File: src/design/shfc_pkg.sv
// Package: phase codes, frame constants, state and result types for the frame checker.
`timescale 1ns / 1ps
`default_nettype none

package shfc_pkg;

  // Frame bytes and status codes
  localparam logic [7:0] SYNC_BYTE  = 8'hAA;
  localparam logic [7:0] HEAD2_BYTE = 8'h75;
  localparam logic [7:0] ERR_STATUS = 8'h7F;

  // Command ranges: below CMD_LOW_LIMIT, or strictly inside either window
  localparam logic [7:0] CMD_LOW_LIMIT = 8'h16;
  localparam logic [7:0] CMD_A_LO      = 8'h81;
  localparam logic [7:0] CMD_A_HI      = 8'h85;
  localparam logic [7:0] CMD_B_LO      = 8'hC1;
  localparam logic [7:0] CMD_B_HI      = 8'hC5;

  // Parse phases
  localparam logic [2:0] PH_SYNC  = 3'd0;
  localparam logic [2:0] PH_HEAD2 = 3'd1;
  localparam logic [2:0] PH_CMD   = 3'd2;
  localparam logic [2:0] PH_LENHI = 3'd3;
  localparam logic [2:0] PH_LENLO = 3'd4;
  localparam logic [2:0] PH_RSV   = 3'd5;
  localparam logic [2:0] PH_DATA  = 3'd6;
  localparam logic [2:0] PH_CSUM  = 3'd7;

  // Parser state carried from byte to byte
  typedef struct packed {
    logic [2:0]  phase;
    logic [15:0] remaining_length;
    logic [7:0]  running_xor;
    logic [7:0]  frame_status;
  } parse_state_t;

  // One result item
  typedef struct packed {
    logic       frame_good;
    logic       frame_error;
    logic [7:0] status_code;
    logic [2:0] parse_phase;
  } parse_result_t;

  // Valid command byte check
  function automatic logic cmd_ok(input logic [7:0] c);
    cmd_ok = (c < CMD_LOW_LIMIT) ||
             ((c > CMD_A_LO) && (c < CMD_A_HI)) ||
             ((c > CMD_B_LO) && (c < CMD_B_HI));
  endfunction

endpackage

`default_nettype wire

File: src/design/shfc_step.sv
// Next-state and result logic of the frame parser for one byte.
`timescale 1ns / 1ps
`default_nettype none

module shfc_step (
  input  shfc_pkg::parse_state_t  cur,
  input  logic [7:0]              rx_byte,
  output shfc_pkg::parse_state_t  nxt,
  output shfc_pkg::parse_result_t res
);
  import shfc_pkg::*;

  logic [7:0]  xor_acc;
  logic [15:0] len_dec;
  logic        good;
  logic        err;

  assign xor_acc = cur.running_xor ^ rx_byte;
  // Data countdown saturates at zero
  assign len_dec = (cur.remaining_length != 16'd0) ? (cur.remaining_length - 16'd1)
                                                    : 16'd0;

  // Phase decode
  always_comb begin
    nxt = cur;
    nxt.running_xor = xor_acc;
    good = 1'b0;
    err  = 1'b0;
    unique case (cur.phase)
      PH_SYNC: begin
        if (rx_byte == SYNC_BYTE) begin
          nxt.running_xor = rx_byte;
          nxt.phase       = PH_HEAD2;
        end else begin
          nxt.frame_status = ERR_STATUS;
          err = 1'b1;
        end
      end
      PH_HEAD2: begin
        if (rx_byte == HEAD2_BYTE) begin
          nxt.phase = PH_CMD;
        end else begin
          nxt.frame_status = ERR_STATUS;
          nxt.phase        = PH_SYNC;
          err = 1'b1;
        end
      end
      PH_CMD: begin
        if (cmd_ok(rx_byte)) begin
          nxt.phase = PH_LENHI;
        end else begin
          nxt.frame_status = ERR_STATUS;
          nxt.phase        = PH_SYNC;
          err = 1'b1;
        end
      end
      PH_LENHI: begin
        nxt.remaining_length = {8'd0, rx_byte};
        nxt.phase            = PH_LENLO;
      end
      PH_LENLO: begin
        nxt.remaining_length = {cur.remaining_length[7:0], rx_byte};
        nxt.phase            = PH_RSV;
      end
      PH_RSV: begin
        nxt.phase = (cur.remaining_length != 16'd0) ? PH_DATA : PH_CSUM;
      end
      PH_DATA: begin
        nxt.remaining_length = len_dec;
        if (len_dec == 16'd0) begin
          nxt.phase = PH_CSUM;
        end
      end
      PH_CSUM: begin
        if (xor_acc == 8'd0) begin
          nxt.frame_status = cur.frame_status + 8'd1;
          good = 1'b1;
        end else begin
          nxt.frame_status = ERR_STATUS;
          err = 1'b1;
        end
        nxt.phase = PH_SYNC;
      end
      default: begin
        nxt = cur;
      end
    endcase
  end

  // Result item follows the updated state
  always_comb begin
    res.frame_good  = good;
    res.frame_error = err;
    res.status_code = nxt.frame_status;
    res.parse_phase = nxt.phase;
  end

endmodule

`default_nettype wire

File: config.mk
export PLATFORM = sky130hd
export DESIGN_NAME = shfc_step
export DESIGN_NICKNAME = d
export VERILOG_FILES = /design/src/design/shfc_pkg.sv /design/src/design/shfc_step.sv
export SDC_FILE = /design/constraint.sdc
export NUM_CORES = 1
export LEC_CHECK = 0
export ABC_AREA = 1
export BUFFER_PORTS_ARGS = -buffer_cell sky130_fd_sc_hd__buf_2
export CAP_MARGIN = 20
export CORE_MARGIN = 2
export CORE_UTILIZATION = 48
export DETAILED_ROUTE_END_ITERATION = 10
export PLACE_DENSITY = 0.88
export SYNTH_ARGS = -nofsm -noshare
export SYNTH_HDL_FRONTEND = slang
export SYNTH_SLANG_ARGS = --single-unit
File: constraint.sdc
create_clock -name vclk -period 4.9
set_clock_uncertainty 0.05 [all_clocks]
set_input_delay 1.47 -clock vclk [all_inputs]
set_output_delay 1.47 -clock vclk [all_outputs]
set_load 0.01 [all_outputs]
* After elaboration in Yosys (flattened, before gate mapping)
Index checks and enable logic that the tools add are counted.
** Storage, ports and cells
- Register bits after elaboration :: 0
- Latch bits :: 0
- Bits in writable memories :: 0
- ROM bits :: 0
- Input bits :: 43
- Output and inout port bits :: 48
- Word-level logic and storage cells :: 47
- Memories :: 0
** Operators by class
- $add $sub $neg :: 2
- Multipliers :: 0
- Divide/modulo/power cells :: 0
- Magnitude comparators :: 5
- Equal/unequal tests :: 9
- Shifts and indexed selects :: 0
- Mux-type cells :: 22
- Bitwise gates (word level) :: 1
- Reduce and logical (&&, ||, !) cells :: 8
** Operators with widths (number)
- $mux W8 :: 6
- $pmux W16 S3 :: 1
- $pmux W8 S4 :: 1
- $pmux W3 S8 :: 1
- $gt A8 B8 Y1 const B :: 2
- $logic_not A16 Y1 :: 1
- $lt A8 B8 Y1 const B :: 2
- $mux W16 :: 1
- $reduce_bool A16 Y1 :: 1
- $sub A16 B1 Y16 const B :: 1
- $eq A3 B3 Y1 const B :: 4
- $add A8 B1 Y8 const B :: 1
- $eq A8 B7 Y1 const B :: 1
- $eq A8 B8 Y1 const B :: 1
- $logic_not A8 Y1 :: 1
- $lt A8 B5 Y1 const B :: 1
- $xor A8 B8 Y8 :: 1
- $mux W1 :: 7
- $eq A3 B2 Y1 const B :: 2
- $mux W3 :: 2
- $mux W2 :: 2
- $pmux W1 S4 :: 1
- $eq A3 B1 Y1 const B :: 1
- $logic_not A3 Y1 :: 1
- 2 further kinds :: 4

* Logic depth before layout (Yosys ltp)
Gate-level depths: netlist of the first run.
- Depth in word-level cells :: 6
- Depth in mapped cells :: 13
- Depth with buffers taken out :: 12

* Worst setup path before layout of the first run
Ideal clock, no wire load.
- Kind :: input to output
- From :: input cur[16] in the netlist's numbering
- To :: output res[0] in the netlist's numbering
- Arrival time :: 3032 ps
- Data required time :: 3380 ps
- Path slack :: 348 ps
- Stages :: 12
- Buffers on the path :: 2
- Cells stage by stage :: clkinv_1 ha_1 nand2_4 nor2_8 nand2_4 buf_6 nand2_1 nand4_1 nor2_1 nand3_1 a21oi_1 buf_4
** RTL lines
- start, declared :: RTL line shfc_step.sv:6 : input shfc_pkg::parse_state_t cur,
- end, declared :: RTL line shfc_step.sv:9 : output shfc_pkg::parse_result_t res

==> results.toml, run 1 <==
[global_route]
grt_max_degree = 20
antenna_found_initial = 0
grt_overflow = 0
grt_pass1_vias = 2080
grt_pass1_wl_mm = 8.769
grt_use_total_pct = 25.65

[pwr]
p_leak_nw = 1.219
ir_drop_v = 0.00003775
p_per_area_nw_per_um2 = 95.75

[worst_setup_path]
crit_chain = "buf_2 > inv_1 > ha_1 > nand2_4 > nor2_8 > nand2_4 > nand3_1 > nand2_1 > nor2_1 > nand3_1 > a21oi_1 > buf_2"
slowest_delay_ns = 0.25
crit_family = "simple AND/OR/NAND/NOR gates"
start_kind = "input port"
critPathBufInv = 3
worst_path_max_delay_cell = "ha_1"
setup.worst_path.start = "cur[17]"
path_depth = 12
end_kind = "output port"
cp.required_ns = 3.38
cp.arrival_ns = 3.09
critPathKind = "input port to output port"
cp_max_fo = 19

[routing]
avgRoutedWirePerCell_um = 11.64
viasPerCell = 5.258
vias = 2387
wirelength_mm = 5.284
final_antenna_net_count = 0
drtIter0Drc = 183
first_pass_iters = 4
drc = 0

[synth]
synth_most_common_cell = "nand2_1"
synth_top_area_share_pct = 19.54
synthSimpleGateAreaFrac_pct = 53.07
synthTopCellsByArea = "nand2_1, nand3_1, inv_1"
syn_avg_cell_area_um2 = 5.050
synth.mux.area_fraction_pct = 0
yosys_warnings = 0
synthAdderAreaFrac_pct = 1.497
synth_compound_area_share_pct = 19.54
netlist_top_cells_count = "nand2_1, inv_1, nor2_1, nand3_1, a21oi_1"
synth_xor_area_share_pct = 7.335
syn_inst = 331
syn_nets = 376
netlist_area_um2 = 1672
yosysSeqAreaShare_pct = 0
synthDistinctLibCells = 32
synth_top_area_cell = "nand2_1"
synth_top_family_by_area = "simple AND/OR/NAND/NOR gates"

[cells_and_area]
area_growth_syn_to_layout_pct = 24.92
multi_input_area_um2 = 1361
seqCellArea_um2 = 0
fin_area_um2 = 2088
seq_cell_count = 0
nClkBuffers = 0
n_antenna_cell = 0
nFillCells = 332
drive_gt1_share_pct = 27.45
layout.nets = 455

[timing]
rsz0062_at_grt = "false"
max_freq_mhz = 217.1
final-max-slew-violation-count = 0
finalSetupViolCount = 0
fin_setup_tns_ns = 0
post-route-period-util_pct = 93.99
slew_headroom_pct = 68.52
tightest_slew_ns = 0.4691
hold_viol = 0
setup_slack_ns = 0.2944
period_minus_slack_ns = 4.606

[place]
dp_hpwl_mm = 4.505
place_area_um2 = 2088
pre_cts_slack_ns = 0.3023
place_congestion = 0.9443
io_buffers = 91

[die]
start_util_pct = 50.09
die_h_um = 63.01
core_um2 = 3337
pin_count = 91
die_x_um = 63.01
die_area_um2 = 3970
placementRows = 21

[clock_network]
hold_buffers = 0
postCtsSetupBuffers = 0
cts_resized = 0

[hold_path]
hold_start = "cur[13]"
whs_path_depth = 4
hold_class = "input port to output port"

[run_status]
status = "finished, final reports clean"

[flow_run]
cap_viol_max_count = 0
[per-stage QoR]
stage               cells  power (mW)  hold slack, ns  util (%)
floorplan             331      0.1257           3.024         -
global placement      454      0.1956           3.214     62.58
finish                454      0.1999           3.217     62.58
detailed placement    454      0.1978           3.221     62.58
CTS                   454      0.1985           3.221     62.58
global route          454      0.2209           3.245     62.58
[metal layers]
metal | track usage [%] | share of wire, % | vias up
li1 | - | - | 1235
met1 | 32.76 | 44 | 1049
met2 | 47.74 | 48 | 103
met3 | 2.162 | 8.3 | 0
met4 | 2.500 | 0 | 0
met5 | 0 | 0 | -
[cell type report]
cell class                      instances  share of cell area, %
Inverter                               49                  8.808
Multi-Input combinational cell        264                  65.19
Tap cell                               46                  2.756
Timing Repair Buffer                   95                  23.25
[cells by family (layout without fill, tap and decap cells)]
| kind of cell | count (synthesis) | after routing |
|---|---|---|
| AO/OA/AOI/OAI | 52 | 52 |
| AND/OR/NAND/NOR | 196 | 196 |
| XOR/XNOR | 14 | 14 |
| adder cells (fa/ha/maj) | 2 | 2 |
| buffers and inverters | 67 | 144 |
[where the power goes]
group,internal (mW),total [mW],switching [mW],leakage [nW]
sequential,0,0,0,0
clock,0,0,0,0
combinational,0.0778,0.200,0.122,1.22
total,0.0778,0.200,0.122,1.22
[cell usage in the layout (no fill, tap or decap), drive strengths merged]
master   instances
nand2           92
clkinv           1
nor4             2
a21oi           17
or2              1
o211a            1
xnor2            4
nor3             6
a22oi            8
o221ai           6
o31ai            1
inv             48
o211ai           5
o21ai           13
buf             95
nand3           35
xor2            10
nor2            51
nand4            8
ha               2
nand3b           1
o2111ai          1
[path summary, 6_finish.rpt]
check	end	slack, ns
setup / recovery	res[0]	0.29
hold / removal	nxt[13]	3.22
Note: power is estimated with default switching activity, not from simulation.
==> inputs of run 2 (changes only) <==
Settings changed: ABC_AREA 1 to 0, CORE_UTILIZATION 48 to 47, PLACE_DENSITY 0.88 to 0.87.
==> results.toml, run 2 <==
[global_route]
antenna_found_initial = 0
grt_use_total_pct = 30.03
grt_overflow = 0
grt_pass1_wl_mm = 9.991
grt_pass1_vias = 2142
grt_max_degree = 19

[worst_setup_path]
setup.worst_path.start = "cur[25]"
end_kind = "output port"
cp.arrival_ns = 3.32
start_kind = "input port"
critPathKind = "input port to output port"
cp.required_ns = 3.38
cp_max_fo = 4

[timing]
tightest_slew_ns = 0.5525
slew_headroom_pct = 63.17
period_minus_slack_ns = 4.841
fin_setup_tns_ns = 0
final-max-slew-violation-count = 0
finalSetupViolCount = 0
hold_viol = 0
max_freq_mhz = 206.6
post-route-period-util_pct = 98.79

[pwr]
p_per_area_nw_per_um2 = 90.94
ir_drop_v = 0.00005716
combPwrFrac_pct = 100.0
p_int_uw = 98.22
clkPwrFrac_pct = 0
p_leak_nw = 1.124
p_sw_uw = 122.1
p_seq_share_pct = 0
swShare_pct = 55.41

[routing]
wirelength_mm = 6.466
drtIter0Drc = 183
drc = 0
met2_wirelength_mm = 3.148
top_layer = "met4"
avgRoutedWirePerCell_um = 15.85
met1_length_mm = 2.515
wl_met3_um = 575
final_antenna_net_count = 0
first_pass_iters = 5
vias = 2506
viasPerCell = 6.142

[cells_and_area]
seqCellArea_um2 = 0
nClkBuffers = 0
n_antenna_cell = 0
layout_common_cells = "buf_2, buf_4, nor2_1"
seq_cell_count = 0
layout.nets = 409
area_growth_syn_to_layout_pct = 49.96
drive_gt1_share_pct = 44.75
fin_util_pct = 73.17
layout_commonest_cell = "buf_2"

[synth]
yosysSeqAreaShare_pct = 0
synth_top_area_share_pct = 6.507
netlist_top_cells_count = "nor2_1, inv_1, nand2_1"
synth_most_common_cell = "nor2_1"
netlist_area_um2 = 1615
yosys_warnings = 0
synthDistinctLibCells = 62
syn_avg_cell_area_um2 = 6.335
syn_nets = 300
synth_top_area_cell = "xor2_1"
synthTopCellsByArea = "xor2_1, buf_4, nor4_1"
syn_inst = 255

[place]
dp_hpwl_mm = 5.072
io_buffers = 91
place_congestion = 0.9925

[hold_path]
hold_class = "input port to output port"
hold_start = "cur[6]"

[die]
start_util_pct = 48.79
placementRows = 21
die_area_um2 = 3922
die_x_um = 62.63
core_um2 = 3311
die_h_um = 62.63
pin_count = 91

[run_status]
status = "finished, final reports clean"

[clock_network]
hold_buffers = 0

[flow_run]
cap_viol_max_count = 0
## run 2: cell count changes in the layout (fill, tap and decap cells not counted), moves of 7 or more
cell      delta
nand2_1     -72
buf_4       +44
inv_1       -33
nor2_1      -23
nand3_1     -22
nand2b_1     +7
nor4_1       +7
## run 2: worst paths after layout
check       to  cells past startpoint
max    nxt[30]                      8
min     res[9]                      4
## run 2: cell families (layout without fill, tap and decap cells)
group | after synthesis | after routing | synth area share, %
compound gates | 70 | 70 | 31.37
xor+xnor | 18 | 18 | 9.760
fa+ha+maj | 2 | 2 | 1.549
buf+inv | 48 | 155 | 15.41
mux | 1 | 1 | 0.6197
simple gates | 116 | 116 | 41.29
## run 2: routing by layer
layer  global-route usage [%]  vias to the layer above
li1                         -                     1176
met4                    8.056                        0
met3                    2.162                       28
met2                    52.69                      169
met1                    39.46                     1133
met5                        0                        -
## run 2: timing repair
item | in CTS | in global routing
buffers inserted | 0 | 6
hold endpoints to repair | 0 | 0
resized for setup | 3 | 18
pin swaps | 2 | 9
gates cloned | 0 | 0
setup endpoints to repair | 6 | 12
## run 2: stage by stage
stage               hold slack, ns  worst slack [ns]  instance area (um2)  cells  total power [mW]
floorplan                    3.020          -0.04997                 1672    255            0.1235
global placement             3.252          -0.04943                 2291    403            0.2045
detailed placement           3.261          -0.06033                 2291    403            0.2069
CTS                          3.261         0.0007374                 2307    403            0.2085
global route                 3.282          -0.01095                 2422    408            0.2380
finish                       3.256           0.05908                 2422    408            0.2203
## run 2: critical path, stage by stage
cell	delay, ns
buf_6	0.10
or4_4	0.55
buf_4	0.18
nor4_2	0.33
or2_2	0.18
a221oi_2	0.05
a211oi_1	0.27
buf_2	0.19
## run 2: final cells by class
class / count / area, um2
fillers: 325 / 888.4
inverters: 15 / 63.81
multi-input cells: 207 / 1455
well taps: 46 / 57.56
repair buffers: 140 / 845.8
## run 2: power groups by stage
stage                     Sequential [mW]  Combinational [mW]  Clock (mW)
after floorplan                         0               0.124           0
after global placement                  0               0.205           0
after detailed placement                0               0.207           0
after CTS                               0               0.209           0
after global routing                    0               0.238           0
final                                   0               0.220           0
